File: src/sv/lcan_pkg.sv
`default_nettype none
package lcan_pkg;

  typedef enum logic [1:0] {
    OP_CLEAR     = 2'd0,
    OP_MEASURE   = 2'd1,
    OP_TRANSFORM = 2'd2
  } op_t;

  typedef enum logic [2:0] {
    ST_IDLE,
    ST_MUL,
    ST_CMP,
    ST_DIV,
    ST_FIN
  } state_t;

  localparam int CFG_INDEX_BITS = 8;
  localparam int CFG_DATA_BITS = 17;

  localparam logic [CFG_INDEX_BITS-1:0] REG_CONTRAST = 8'd0;
  localparam logic [CFG_INDEX_BITS-1:0] REG_AMBIENT_RED = 8'd1;
  localparam logic [CFG_INDEX_BITS-1:0] REG_AMBIENT_GREEN = 8'd2;
  localparam logic [CFG_INDEX_BITS-1:0] REG_AMBIENT_BLUE = 8'd3;

  localparam logic [15:0] CONTRAST_RESET = 16'd26214;
  localparam logic [16:0] ONE_Q16 = 17'd65536;
  localparam int NUM_LANES = 3;
  localparam int QUOT_BITS = 16;

  typedef struct packed {
    logic [15:0] contrast;
    logic [NUM_LANES-1:0][16:0] ambient;
  } cfg_t;

endpackage
`default_nettype wire

File: src/sv/lcan_if.sv
`default_nettype none
interface lcan_in_if;
  logic valid;
  logic ready;
  logic [1:0] operation;
  logic texel_valid;
  logic [23:0] red_in;
  logic [23:0] green_in;
  logic [23:0] blue_in;

  modport source(output valid, operation, texel_valid, red_in, green_in, blue_in,
                 input ready);
  modport sink(input valid, operation, texel_valid, red_in, green_in, blue_in,
               output ready);
endinterface

`default_nettype wire

File: src/sv/lcan_front.sv
`default_nettype none
module lcan_front #(
  parameter int TEXEL_BITS = 24
) (
  input  wire logic                  clk,
  input  wire logic                  rst,
  lcan_in_if.sink                    in_ch,
  input  wire logic                  full,
  output logic                       push,
  output logic [6*TEXEL_BITS-1:0]    push_data
);

  logic [TEXEL_BITS-1:0] max_val [lcan_pkg::NUM_LANES];
  logic [TEXEL_BITS-1:0] min_val [lcan_pkg::NUM_LANES];
  logic [TEXEL_BITS-1:0] tex [lcan_pkg::NUM_LANES];
  logic [TEXEL_BITS-1:0] rng [lcan_pkg::NUM_LANES];
  logic                  accept;
  lcan_pkg::op_t         op;

  assign in_ch.ready = !full;
  assign accept = in_ch.valid && in_ch.ready;
  assign op = lcan_pkg::op_t'(in_ch.operation);

  assign tex[0] = TEXEL_BITS'(in_ch.red_in);
  assign tex[1] = TEXEL_BITS'(in_ch.green_in);
  assign tex[2] = TEXEL_BITS'(in_ch.blue_in);

  always_comb begin
    for (int i = 0; i < lcan_pkg::NUM_LANES; i++) begin
      rng[i] = (max_val[i] > min_val[i]) ? (max_val[i] - min_val[i]) : '0;
      push_data[2*i*TEXEL_BITS +: TEXEL_BITS] = rng[i];
      push_data[(2*i+1)*TEXEL_BITS +: TEXEL_BITS] = tex[i];
    end
  end

  assign push = accept && in_ch.texel_valid && (op == lcan_pkg::OP_TRANSFORM);

  always_ff @(posedge clk) begin
    if (rst || (accept && (op == lcan_pkg::OP_CLEAR))) begin
      for (int i = 0; i < lcan_pkg::NUM_LANES; i++) begin
        max_val[i] <= '0;
        min_val[i] <= '1;
      end
    end else if (accept && in_ch.texel_valid && (op == lcan_pkg::OP_MEASURE)) begin
      for (int i = 0; i < lcan_pkg::NUM_LANES; i++) begin
        if (tex[i] > max_val[i]) begin
          max_val[i] <= tex[i];
        end
        if (tex[i] < min_val[i]) begin
          min_val[i] <= tex[i];
        end
      end
    end
  end

endmodule
`default_nettype wire

File: src/flat_wrapper.sv
// flat-port wrapper written by rule: the top's interface ports become plain ports
module lcan_front_flat 
#(
  parameter int TEXEL_BITS = 24
)
  (clk, rst, full, push, push_data, in_ch_valid, in_ch_operation, in_ch_texel_valid, in_ch_red_in, in_ch_green_in, in_ch_blue_in, in_ch_ready);
  lcan_in_if in_ch_i ();
  input  wire logic clk;
  input  wire logic rst;
  input  wire logic full;
  output logic push;
  output logic [6*TEXEL_BITS-1:0] push_data;
  input wire logic [$bits(in_ch_i.valid)-1:0] in_ch_valid;
  input wire logic [$bits(in_ch_i.operation)-1:0] in_ch_operation;
  input wire logic [$bits(in_ch_i.texel_valid)-1:0] in_ch_texel_valid;
  input wire logic [$bits(in_ch_i.red_in)-1:0] in_ch_red_in;
  input wire logic [$bits(in_ch_i.green_in)-1:0] in_ch_green_in;
  input wire logic [$bits(in_ch_i.blue_in)-1:0] in_ch_blue_in;
  output wire logic [$bits(in_ch_i.ready)-1:0] in_ch_ready;
  assign in_ch_i.valid = in_ch_valid;
  assign in_ch_i.operation = in_ch_operation;
  assign in_ch_i.texel_valid = in_ch_texel_valid;
  assign in_ch_i.red_in = in_ch_red_in;
  assign in_ch_i.green_in = in_ch_green_in;
  assign in_ch_i.blue_in = in_ch_blue_in;
  assign in_ch_ready = in_ch_i.ready;
  lcan_front #(.TEXEL_BITS(TEXEL_BITS)) u_core (.clk(clk), .rst(rst), .in_ch(in_ch_i), .full(full), .push(push), .push_data(push_data));
endmodule
File: config.mk
export PLATFORM = sky130hd
export DESIGN_NAME = lcan_front_flat
export DESIGN_NICKNAME = d
export VERILOG_FILES = /design/src/sv/lcan_pkg.sv /design/src/sv/lcan_if.sv /design/src/sv/lcan_front.sv /design/src/flat_wrapper.sv
export SDC_FILE = /design/constraint.sdc
export NUM_CORES = 1
export LEC_CHECK = 0
export BUFFER_PORTS_ARGS = -buffer_cell sky130_fd_sc_hd__buf_2
export CORE_MARGIN = 1.5
export CORE_UTILIZATION = 55
export CTS_CLUSTER_SIZE = 14
export DETAILED_ROUTE_END_ITERATION = 10
export PLACE_DENSITY = 0.87
export SLEW_MARGIN = 20
export SYNTH_ARGS = -nofsm -noshare
export SYNTH_HDL_FRONTEND = slang
export SYNTH_SLANG_ARGS = --single-unit
export TNS_END_PERCENT = 10
File: constraint.sdc
create_clock -name clk -period 8.1 [get_ports clk]
set_input_delay 0.81 -clock clk [delete_from_list [all_inputs] [get_ports clk]]
set_output_delay 0.81 -clock clk [all_outputs]
set_load 0.03 [all_outputs]
==> qor.yml <==
global_routing:
  grt_pass1_wl_um: 55300
  grt_pass1_vias: 11200
  grt_max_degree: 72
  antenna_found_initial: 2
  gr-total-overflow: 0
  grt_usage: 0.269
worst_setup_path:
  cp_cell_sequence: "inv_1, ha_1, inv_1, fa_1, a211oi_2, o21bai_1, o41ai_2, a41oi_2, a211oi_2, a21oi_1, nand2_2, a211oi_1, buf_2"
  endpoint_kind: "output pin"
  slowest_stage: "fa_1"
  startpoint_type: "register"
  slowest_delay_ns: 0.45
  critPathBufInv: 3
  arrival_ns: 3.96
  crit_type: "register to output pin"
  cp_max_fo: 23
  crit_required_ns: 7.29
  path_delay_family: "compound AO/OA/AOI/OAI gates"
drt:
  routed_wl_um: 34300
  wl_per_cell_um: 17.6
  drtPass1Iterations: 5
  drt_iter0_drc: 854
  vias: 11300
  vias_per_cell: 5.81
  drc: 0
  ant_nets: 0
sta:
  post-route-period-util: 0.589
  rsz0062_at_grt: "false"
  maxSlewHeadroom: 0.275
  finalHoldViolations: 0
  post-route-min-period_ns: 4.77
  tightest_slew_ns: 1.08
  slew_violations: 0
  final.setup.tns_ns: 0
  hold_slack_ns: 0.712
  max_freq_mhz: 210
  fin_skew_ns: 0.0137
  setup_viol: 0
power:
  total_power_mw: 2.02
  p_per_area_mw_per_mm2: 134
  power.leakage_nw: 7.92
  peakVddDrop_uv: 143
logic_synthesis:
  yosys_warnings: 0
  avgSynthCellArea_um2: 9.29
  syn_inst: 1457
  synth-seq-cells: 144
  yosysUniqueCellTypes: 67
  synth_edf_count: 144
  synthArstFlopShare: 0
  synth_fp_nets: 1752
  syn_area_mm2: 0.0135
  yosysSeqAreaShare: 0.320
  yosys.area.top_type: "edfxtp_1"
  synth_top_area_frac: 0.320
  yosys-top-cells-area: "edfxtp_1 32%, ha_1 20%, inv_1 4.9%"
  ys.flop_type: "edfxtp_1"
run:
  max_cap_violations: 0
min_path:
  min_path_type: "primary input to register"
die:
  die_h_um: 160
  coreArea_mm2: 0.0242
  die_x_um: 160
  start_util: 0.558
  rows: 57
  num_io_pins: 225
  die-area_mm2: 0.0256
layout:
  nets: 1903
  seq_area_mm2: 0.00432
  final_cells: 1947
  final_util: 0.623
  n_fill_cell: 2042
  mostFrequentLayoutCell: "buf_2"
  multi_input_area_mm2: 0.00790
  layout_common_cells: "224 x buf_2, 213 x ha_1, 178 x inv_1, 144 x edfxtp_1, 103 x nor2_1"
  drive_gt1_frac: 0.183
  areaGrowthSynthToFinish_pct: 11.6
cts:
  cts.sinks: 144
  cts_resized: 0
  clockRootBuffer: "clkbuf_16"
  path_clk_slew_ns: 0.07
  cts_made_buffers: 17
  h-tree-depth: 4
  cts_hold_buf: 0
  tritoncts: "yes"
  postCtsSetupRepairBufs: 0
  worst_skew_pair.late_latency_ns: 0.42
  clock_path_buffers: 2
place:
  portBuffers: 224
  gp_congestion: 0.946
  dpl.cell_count: 1911
  dp_hpwl_um: 26600
run_status:
  status: "complete, no violations"
-- flip-flops by register name, summed over array words and instances (netlist names) --
register and count:
u_core.min_val 72, u_core.max_val 72
-- cells in the mapped netlist, types with 3 or more instances --
cell,n
or4_1,6
nand2_1,49
buf_4,76
nor2b_1,18
ha_1,213
a21o_1,65
nand3_1,22
and2_1,76
nand2b_1,12
buf_2,4
nand4_1,30
o21ai_1,5
o31ai_1,8
or3_1,7
a211oi_1,16
o21ai_0,46
inv_1,178
xnor2_1,23
clkbuf_1,19
nor2_1,103
and4_1,8
or2_2,7
nor3b_1,7
o22ai_1,3
o21bai_1,79
fa_1,3
and3_1,6
a21oi_1,93
edfxtp_1,144
o211ai_1,9
nor3_1,20
a31oi_1,5
xor2_1,29
o21a_1,18
a221oi_1,6
-- report_power, final --
group          internal, mW  total, mW  switching [mW]
sequential            0.847      0.863          0.0153
clock                 0.434      0.778           0.344
combinational         0.140      0.380           0.240
-- routing by layer --
layer	GRT usage	vias to the layer above	part of all wire
met1	0.342	5352	0.43
li1	-	5462	-
met2	0.463	424	0.48
met3	0.0306	78	0.054
met4	0.121	0	0.030
met5	0	-	0
-- cells by family (layout without fill, tap and decap cells) --
logic type,after synthesis,after routing,synth area share
AO/OA/AOI/OAI,388,388,0.199
XOR/XNOR,52,52,0.0337
adder cells (fa/ha/maj),216,216,0.201
buffers and inverters,279,443,0.100
flip-flops,144,144,0.320
other,0,2,0
AND/OR/NAND/NOR,378,378,0.146
-- through the flow --
stage	area, µm²	setup slack (ns)
global route	15100	3.02
finish	15100	3.33
global placement	14500	3.81
floorplan	13500	3.89
detailed placement	14500	3.78
CTS	15000	3.32
-- area by class of cell --
cell class	instances	share of cell area
antenna	2	0.000332
clock buffer	17	0.0282
clock inverter	15	0.00986
inverter	178	0.0443
multi-input combinational	1034	0.523
sequential	144	0.286
tap	324	0.0269
timing repair buffer	233	0.0808
-- worst paths after layout --
| path | depth (start not counted) | slack [ns] | end | startpoint |
|---|---|---|---|---|
| worst max-delay path | 13 | 3.33 | push_data[51] | u_core.max_val[0][24] |
| worst min register to register | 5 | 1.20 | u_core.min_val[0][59] | u_core.min_val[0][71] |
| worst max register to register | 10 | 4.67 | u_core.min_val[0][24] | u_core.min_val[0][13] |
| worst min-delay path | 2 | 0.71 | u_core.min_val[0][13] | in_ch_red_in[13] |
(Power assumes the default switching activity.)
