**config.mk**
```make
export PLATFORM = sky130hd
export DESIGN_NAME = lcan_fifo
export DESIGN_NICKNAME = d
export VERILOG_FILES = /design/src/sv/lcan_fifo.sv
export SDC_FILE = /design/constraint.sdc
export NUM_CORES = 1
export LEC_CHECK = 0
export ABC_CLOCK_PERIOD_IN_PS = 1100
export BUFFER_PORTS_ARGS = -buffer_cell sky130_fd_sc_hd__buf_2
export CAP_MARGIN = 10
export CORE_MARGIN = 4
export CORE_UTILIZATION = 44
export DETAILED_ROUTE_END_ITERATION = 8
export PLACE_DENSITY_LB_ADDON = 0.25
export SETUP_SLACK_MARGIN = 0.1
export SLEW_MARGIN = 20
export SYNTH_ARGS = -nofsm -noshare
export SYNTH_HDL_FRONTEND = slang
export SYNTH_SLANG_ARGS = --single-unit
```
**constraint.sdc**
```tcl
create_clock -name clk -period 1.1 [get_ports clk]
set_input_delay 0.22 -clock clk [delete_from_list [all_inputs] [get_ports clk]]
set_output_delay 0.22 -clock clk [all_outputs]
set_load 0.1 [all_outputs]
```
**src/sv/lcan_fifo.sv**
```systemverilog
`default_nettype none
module lcan_fifo #(
  parameter int WIDTH = 8
) (
  input  wire logic             clk,
  input  wire logic             rst,
  input  wire logic             push,
  input  wire logic [WIDTH-1:0] push_data,
  output logic                  full,
  input  wire logic             pop,
  output logic                  avail,
  output logic [WIDTH-1:0]      pop_data
);

  logic [WIDTH-1:0] mem [2];
  logic             wr_ptr;
  logic             rd_ptr;
  logic [1:0]       count;

  assign full = (count == 2'd2);
  assign avail = (count != 2'd0);
  assign pop_data = mem[rd_ptr];

  always_ff @(posedge clk) begin
    if (push) begin
      mem[wr_ptr] <= push_data;
    end
  end

  always_ff @(posedge clk) begin
    if (rst) begin
      wr_ptr <= 1'b0;
      rd_ptr <= 1'b0;
      count <= 2'd0;
    end else begin
      if (push) begin
        wr_ptr <= ~wr_ptr;
      end
      if (pop) begin
        rd_ptr <= ~rd_ptr;
      end
      if (push && !pop) begin
        count <= count + 2'd1;
      end else if (pop && !push) begin
        count <= count - 2'd1;
      end
    end
  end

endmodule
`default_nettype wire

```
==> metrics.md, run 1 <==
| Metric | Value |
|---|---|
| Status | `finished with violations` |
| Failing checks | `setup timing` |
| Flop-to-flop setup slack | `0.09 ns` |
| Worst hold endpoint | `mem[1][7]` |
| Worst-margin pin slew | `0.217 ns` |
| #FFs+latches synth | `21` |
| ANT cells | `0` |
| CTS Root Buffer Type | `clkbuf_4` |
| Setup violations, final | `10` |
| Largest family of logic cells by synthesized area | `multiplexers` |
| Global route total overflow | `0` |
| Synth Area in Adders | `1.59%` |
| Synth area leaders | `edfxtp_1 (61%), dfxtp_1 (13%), mux2_2 (11%)` |
| Clk slew on worst S/H paths | `0.11 ns` |
| Portion of netlist area occupied by mux cells | `11.5%` |
| Die Width | `50.3 um` |
| Kind of critical path | `flip-flop to primary output` |
| Syn Area/Cell | `16.7 um2` |
| Io pins | `22` |
| Cell area after layout | `1230 um2` |
| Clock Skew | `0.0100 ns` |
| Area after DPL | `1030 um2` |
| Data required, critical path | `0.88 ns` |
| Synth Area in Compound Gates | `1.27%` |
| Top_reg_cell synth | `edfxtp_1` |
| # H-tree levels | `1` |
| Die Y | `50.3 um` |
| Syn nets | `60` |
| Most frequent cells after synthesis | `edfxtp_1 (16), mux2_2 (8), dfxtp_1 (5), nor2_1 (4)` |
| Per-cell routed wire length | `13.3 um` |
| Area of the multi-input gates | `268 um2` |
| Post-Place Setup Slack | `-0.211 ns` |
| Cts bufs inserted | `3` |
| Layout cells sized above 1 | `64.9%` |
| Sequential Area | `591 um2` |
| Most frequent cell after synthesis | `edfxtp_1` |
| Post-synth EDFFs | `16` |
| Max-slew violations | `0` |
| Post-Syn Instances | `47` |
| Xor-xnor portion of the synthesized cell area | `4.46%` |
| Sequential area share after synthesis | `73.9%` |
| Vias | `474` |
| Worst R2R End | `count[1]` |
| Final GP Congestion | `0.661` |
| Largest buffer count on any clock path | `2` |
| Area delta synth->final | `56.2%` |
| Via density per instance | `4.65` |
| TritonCTS clock tree | `built` |
| Vias in the first global route | `490` |
| Crit path max fanout | `8` |
| Fin. Hold Viols | `0` |
| Hold Path Stages | `1` |
| Power density cells | `1730 nW/um2` |
| Period utilization | `135%` |
| Final WS setup | `-0.380 ns` |
| Site Rows | `15` |
| Max Cap Viol | `0` |
| Leakage power | `0.000499 uW` |
| Library cells used by synthesis | `16` |
| Clock Sinks | `21` |
| Total track usage | `12.5%` |
| Core area | `1710 um2` |
| Min cycle time layout | `1.48 ns` |
| ANT nets after route | `0` |
| Clk Latency, worst-skew pair | `0.30 ns` |
| Pre-Repair DR Iteration Count | `3` |
| Ys Warns | `0` |
| Post-synthesis cell area | `786 um2` |
| Initial antenna violation count | `0` |
| Unrepaired setup endpoints after global routing | `true` |
| Async SR Flop Fraction | `0%` |
| Leading area contributor after synthesis | `edfxtp_1` |
| Wire length of the first global-routing pass | `2270 um` |
| Die area | `2530 um2` |
| Max_slew headroom | `85.4%` |
| Crit path DAT | `1.26 ns` |
| Hold crit path type | `input port to flip-flop` |
| Nature of the critical path startpoint | `flip-flop` |
| Register-to-Register Path Depth | `3` |
| Max VDD drop | `0.943 mV` |
| Hold_sp | `push_data[7]` |
| Initial core utilization | `46.0%` |
| Post-Synth Simple-Gate Area | `6.21%` |
| Post-synth top area share | `61.1%` |
| Final net count | `91` |
| Largest net degree at the start of global routing | `12` |
| DRC Markers | `0` |
| Starting DRT DRC Count | `2` |
| Layout fillers | `119` |
| FMAX | `676 MHz` |
| R2r startpoint | `count[1]` |
| Crit end category | `primary output` |
| Final WL | `1360 um` |
| Port bufs | `21` |
[metrics by stage]
step                      utilization [%]  hold slack, ns  TNS [ns]  std cells  total power, uW
final                                71.9          0.0998     -3.40        102             2120
after global routing                 71.9          0.0723     -3.95        102             2210
after CTS                            69.5          0.0933     -3.51        101             2100
after global placement               60.1           0.407     -1.60         96             1600
after detailed placement             60.1           0.413     -1.72         96             1610
after floorplan                         -           0.285         0         47             1460
[final cells by class]
class                      instances  share of cell area [%]
inverter                           1                   0.306
multi-input combinational         24                    21.8
clock buffer                       4                    2.14
tap                               25                    2.55
sequential                        21                    48.1
timing repair buffer              27                    25.1
[routing by layer]
| metal | GRT usage (%) | routed length [um] |
|---|---|---|
| met5 | 0 | 0 |
| met4 | 8.29 | 35 |
| met3 | 3.26 | 82 |
| met2 | 19.8 | 710 |
| met1 | 14.9 | 527 |
[worst max path at each step]
stage              start     endpoint  slack, ns
5_1_grt        flip-flop  pop_data[3]      -0.44
2_1_floorplan  flip-flop  pop_data[0]      0.004
6_report       flip-flop  pop_data[1]      -0.38
3_3_place_gp   flip-flop  pop_data[1]      -0.20
3_5_place_dp   flip-flop  pop_data[1]      -0.21
4_1_cts        flip-flop  pop_data[1]      -0.39
[what timing repair did]
item,CTS,global route
hold buffers,0,0
resized for setup,36,8
setup endpoints to repair,19,19
pin swaps,3,1
buffers inserted,1,1
[cell families after synthesis]
| family | Yosys count |
|---|---|
| AOI/OAI and AO/OA | 2 |
| xor gates and xnor gates | 4 |
| adders and majority gates | 1 |
| buffers and inverters | 2 |
| DFF | 21 |
| muxes | 8 |
| and+or+nand+nor | 9 |
[power by group]
| part | switching, uW | internal, uW | total, uW |
|---|---|---|---|
| combinational | 469 | 334 | 803 |
| sequential | 40.2 | 920 | 960 |
| clock | 215 | 141 | 356 |
| total | 724 | 1400 | 2120 |
[worst max-delay path, stage by stage, from the launching register on]
cell and delay, ns:
dfxtp_4 0.45, mux2_4 0.33, buf_12 0.17
[placed cells by master (no fill, tap or decap)]
cell type,synthesis,layout
edfxtp_1,16,16
buf_2,1,11
buf_12,0,10
mux2_4,0,8
nor2_1,4,4
buf_4,0,4
clkbuf_4,0,3
xnor2_1,2,2
dfxtp_4,0,2
dfxtp_2,0,2
buf_6,0,2
inv_1,1,1
or2_4,0,1
and2_2,0,1
nor2b_4,0,1
and2b_4,0,1
xor2_1,2,1
xor2_2,0,1
o21ai_0,1,1
or3_4,0,1
a21oi_2,0,1
ha_4,0,1
clkbuf_1,0,1
dfxtp_1,5,1
[registers in the layout, indices dropped and copies added, names as in the netlist, named ones only]
name and count:
count 2, mem 16, rd_ptr 1, wr_ptr 1
Note: power is estimated with default switching activity, not from simulation.
==> inputs of run 2 (changes only) <==
Settings changed: ABC_CLOCK_PERIOD_IN_PS 1100 to 1550, CORE_UTILIZATION 44 to 45.
Clock period 1.1 ns to 1.55 ns, I/O delays scaled along.
==> run 2 against run 1 <==
- the run still ends with setup timing left
- cell count decreased by 14%
- largest power group unchanged
- flip-flop and latch count did not move
- worst setup slack better by 0.36 ns
- power decreased by 31%
- clock skew decreased by 0.0046 ns
- first-iteration DRC count did not move
- clock power down 27%
- count of clock-buffer cells in the layout fell by 1
- register-to-register slack better by 0.37 ns
- global-route usage is 1.3 points lower
- sequential share of layout area is 3.7 points higher
- die area decreased by 1.9%
==> metrics.md, run 2 (synthesized netlist as in run 1, its figures left out) <==
| Metric | Value |
|---|---|
| Hold Path Stages | `1` |
| Max incr delay on CP | `0.46 ns` |
| Cts bufs inserted | `3` |
| Largest buffer count on any clock path | `2` |
| Register-to-Register Path Depth | `1` |
| Crit path cell chain | `mux2_4 > buf_12` |
| Post-Place Setup Slack | `0.0496 ns` |
| DRC Markers | `0` |
| Hold crit path type | `input port to flip-flop` |
| Die area | `2480 um2` |
| Final net count | `86` |
| Data required, critical path | `1.24 ns` |
| Initial core utilization | `49.8%` |
| TritonCTS clock tree | `built` |
| Leakage power | `0.000463 uW` |
| Fin. Hold Viols | `0` |
| DP HPWL | `793 um` |
| Clk slew on worst S/H paths | `0.12 ns` |
| Period utilization | `101%` |
| Status | `finished with violations` |
| Final WL | `1260 um` |
| Crit path DAT | `1.26 ns` |
| Power density cells | `1290 nW/um2` |
| Most common cell after layout, fill and taps aside | `edfxtp_1` |
| Wire length of the first global-routing pass | `2040 um` |
| Crit path max fanout | `8` |
| Layout cells sized above 1 | `54.2%` |
| Max-slew violations | `0` |
| Vias in the first global route | `436` |
| Per-cell routed wire length | `14.3 um` |
| Io pins | `22` |
| Unrepaired setup endpoints after global routing | `true` |
| Global route total overflow | `0` |
| Total track usage | `11.2%` |
| Setup violations, final | `8` |
| CTS Root Buffer Type | `clkbuf_4` |
| Cell area after layout | `1130 um2` |
| ANT cells | `0` |
| Regs by FF count | `mem: 16 flops, count: 2 flops` |
| Core area | `1580 um2` |
| Kind of critical path | `flip-flop to primary output` |
| Clk Latency, worst-skew pair | `0.30 ns` |
| Initial antenna violation count | `0` |
| Fin cells | `88` |
| Crit end category | `primary output` |
| Failing checks | `setup timing` |
| Area after DPL | `928 um2` |
| Port bufs | `21` |
| Top reg by flops | `mem` |
| ANT nets after route | `0` |
| Area delta synth->final | `44.1%` |
| Clock Skew | `0.00544 ns` |
| Min cycle time layout | `1.57 ns` |
| Placed cell count | `84` |
| Die Y | `49.8 um` |
| Max VDD drop | `0.836 mV` |
| Clock Sinks | `21` |
| Slowest cell on crit path | `dfxtp_4` |
| Via density per instance | `5.11` |
| Final GP Congestion | `0.668` |
| Max_slew headroom | `74.4%` |
| Starting DRT DRC Count | `2` |
| Site Rows | `14` |
| Vias | `450` |
| CP Depth | `2` |
| Max Cap Viol | `0` |
| CP top delay family | `flip-flops` |
| Die Width | `49.8 um` |
| # H-tree levels | `1` |
| Nature of the critical path startpoint | `flip-flop` |
| # hold bufs at CTS | `0` |
| Worst-margin pin slew | `0.385 ns` |
| WP buf/inv | `1` |
| Min Hold Slack | `0.190 ns` |
| Max reg flops | `16` |
| Largest net degree at the start of global routing | `14` |
| Pre-Repair DR Iteration Count | `4` |
| Final WS setup | `-0.0167 ns` |
| FMAX | `638 MHz` |
| TNS Setup | `-0.0975 ns` |
| Most frequent cells in the layout | `edfxtp_1 (16), buf_2 (11), buf_12 (10), mux2_4 (8), nor2_1 (4)` |
==> run 2: worst paths after layout <==
check	endpoint	start	slack, ns
setup / recovery	pop_data[7]	flip-flop	-0.02
hold / removal	mem[0][1]	push_data[1]	0.19
setup reg to reg	mem[1][5]	wr_ptr	0.46
hold reg to reg	count[1]	count[1]	0.50
==> run 2: layout make-up <==
class	count	area, um2
Clock buffer	3	22.5
Clock inverter	1	7.51
Fill cell	109	444
Inverter	1	3.75
Multi-Input combinational cell	24	229
Sequential cell	21	587
Tap cell	16	20.0
Timing Repair Buffer	22	263
==> run 2: metrics by stage <==
stage / util [%] / power, uW
floorplan: - / 1000
global placement: 58.9 / 1080
global route: 71.8 / 1530
finish: 71.8 / 1460
CTS: 71.8 / 1470
detailed placement: 58.9 / 1080
==> run 2: metal layers <==
layer	vias up	global-route usage [%]	wire [um]
met5	-	0	0
met4	0	2.76	8
met3	2	3.31	86
met1	208	14.1	525
met2	20	18.7	638
li1	220	-	-
==> run 2: report_power, final <==
group          switching [uW]  internal [uW]  leakage, uW
Combinational             317            203     0.000256
Sequential               28.8            652     0.000193
Clock                     164           98.0    0.0000139
==> run 2: timing repair <==
action	4_1_cts	5_1_grt
endpoints found under the setup margin	10	8
gates cloned	0	0
buffers inserted	0	0
resized for setup	49	0
==> inputs of run 3 (changes only) <==
Settings changed: PLACE_DENSITY set to 0.79, PLACE_DENSITY_LB_ADDON 0.25 to not set.
==> run 3 against run 2 <==
- the flow still finishes with violations (setup timing)
- sequential power hardly changed
- critical path depth unchanged
- global-route usage up 0.86 points
- via count shrank 2.4%
- largest power group unchanged
- worst setup slack better by 0.0018 ns
- critical path type unchanged
- count of clock-buffer cells in the layout increased by 1
- power shrank 0.32%
- die area stayed put
- fmax up 0.12%
==> metrics.md, run 3 (synthesized netlist as in run 1, its figures left out) <==
| Metric | Value |
|---|---|
| NetSw | `503 uW` |
| CTS Root Buffer Type | `clkbuf_4` |
| Worst-margin pin slew | `0.377 ns` |
| Data required, critical path | `1.24 ns` |
| Max Cap Viol | `0` |
| Hold_sp | `push_data[2]` |
| Max-slew violations | `0` |
| Hold Path Stages | `1` |
| Setup violations, final | `8` |
| Vias in the first global route | `475` |
| Regs by FF count | `mem: 16 flops, count: 2 flops` |
| Initial core utilization | `49.8%` |
| Most common cell after layout, fill and taps aside | `edfxtp_1` |
| Die area | `2480 um2` |
| Pre-Repair DR Iteration Count | `3` |
| Final Core Density | `71.6%` |
| R2r startpoint | `wr_ptr` |
| Clk slew on worst S/H paths | `0.11 ns` |
| Most frequent cells in the layout | `edfxtp_1 (16), buf_2 (11), buf_12 (10), mux2_4 (8), nor2_1 (4)` |
| Vias | `439` |
| Final WL | `1390 um` |
| Per-cell routed wire length | `15.8 um` |
| Largest buffer count on any clock path | `2` |
| Layout cells sized above 1 | `52.8%` |
| Period utilization | `101%` |
| Failing checks | `setup timing` |
| Nature of the critical path startpoint | `flip-flop` |
| Max VDD drop | `0.852 mV` |
| DP HPWL | `904 um` |
| Die Y | `49.8 um` |
| Flop-to-flop setup slack | `0.47 ns` |
| Io pins | `22` |
| Fin. Hold Viols | `0` |
| Post-CTS setup buffer count | `0` |
| Crit path DAT | `1.25 ns` |
| Core area | `1580 um2` |
| Leakage power | `0.000464 uW` |
| Power density cells | `1290 nW/um2` |
| FMAX | `639 MHz` |
| Final WS setup | `-0.0149 ns` |
| Clk Latency, worst-skew pair | `0.29 ns` |
| Starting DRT DRC Count | `5` |
| # H-tree levels | `1` |
| Total track usage | `12.0%` |
| Final net count | `86` |
| Clock Sinks | `21` |
| Max reg flops | `16` |
| Register share of total power | `46.8%` |
| Clock Skew | `0.000868 ns` |
| ANT nets after route | `0` |
| Logic gate share of total power | `35.9%` |
| Register-to-Register Path Depth | `1` |
| Die Width | `49.8 um` |
| Max_slew headroom | `74.8%` |
| Global route total overflow | `0` |
| Wire length of the first global-routing pass | `2210 um` |
| TritonCTS clock tree | `built` |
| Port bufs | `21` |
| Site Rows | `14` |
| Int Pwr | `956 uW` |
| DRC Markers | `0` |
| Worst hold endpoint | `mem[1][2]` |
| Largest net degree at the start of global routing | `12` |
| Layout fillers | `99` |
| Kind of critical path | `flip-flop to primary output` |
| Cts bufs inserted | `3` |
| Area delta synth->final | `43.6%` |
| Crit path max fanout | `8` |
| Status | `finished with violations` |
| Top reg by flops | `mem` |
| Min cycle time layout | `1.56 ns` |
| Hold crit path type | `input port to flip-flop` |
| Final GP Congestion | `0.627` |
| # hold bufs at CTS | `0` |
| Sw Share | `34.5%` |
| Initial antenna violation count | `0` |
| Crit end category | `primary output` |
| Via density per instance | `4.99` |
| ANT cells | `0` |
| Worst R2R End | `mem[1][3]` |
| Clock power frac | `17.3%` |
| Total power | `1460 uW` |
| Unrepaired setup endpoints after global routing | `true` |
| Post-Place Setup Slack | `0.0351 ns` |
## run 3: cell count changes in the layout (fill, tap and decap cells not counted), sizes merged
cell	change
clkbuf	+1
clkinvlp	-1
## run 3: through the flow
stage	hold slack [ns]	instance area [um2]	cells	TNS, ns
detailed placement	0.485	928	84	0
finish	0.201	1130	88	-0.103
global placement	0.477	928	84	0
global route	0.174	1130	88	-0.551
CTS	0.201	1110	88	-0.0761
floorplan	0.379	786	47	0
## run 3: power groups by stage
stage          Clock [uW]  Sequential [uW]  Combinational, uW
2_1_floorplan           0              675                329
3_3_place_gp            0              684                390
3_5_place_dp            0              686                394
6_report              253              682                523
4_1_cts               250              679                504
5_1_grt               289              689                540
## run 3: worst max-delay path by stage
stage          depth (start not counted)  startpoint     endpoint
2_1_floorplan                          2   flip-flop  pop_data[0]
3_3_place_gp                           2   flip-flop  pop_data[6]
3_5_place_dp                           2   flip-flop  pop_data[2]
4_1_cts                                2   flip-flop  pop_data[2]
5_1_grt                                2   flip-flop  pop_data[2]
6_report                               2   flip-flop  pop_data[2]
## run 3: timing repair
item | CTS | global route
resized for setup | 44 | 5
setup endpoints to repair | 9 | 10
endpoints found under the hold margin | 0 | 0
## run 3: layout make-up
cell class	count	area, um2	area share, %
Timing Repair Buffer	22	263	23.3
Clock buffer	4	26.3	2.33
Tap cell	16	20.0	1.77
Inverter	1	3.75	0.333
Sequential cell	21	587	52.0
Multi-Input combinational cell	24	229	20.3
## run 3: worst max-delay path, stage by stage, from the launching register on
cell,delay [ns]
dfxtp_4,0.46
mux2_4,0.33
buf_12,0.17
## run 3: metal layers
layer	track usage [%]	up-vias	share of wire (%)	wire length, um
li1	-	218	-	-
met1	15.3	207	41	570
met2	19.2	12	54	749
met3	3.01	2	4.2	59
met4	5.53	0	1.0	14
met5	0	-	0	0
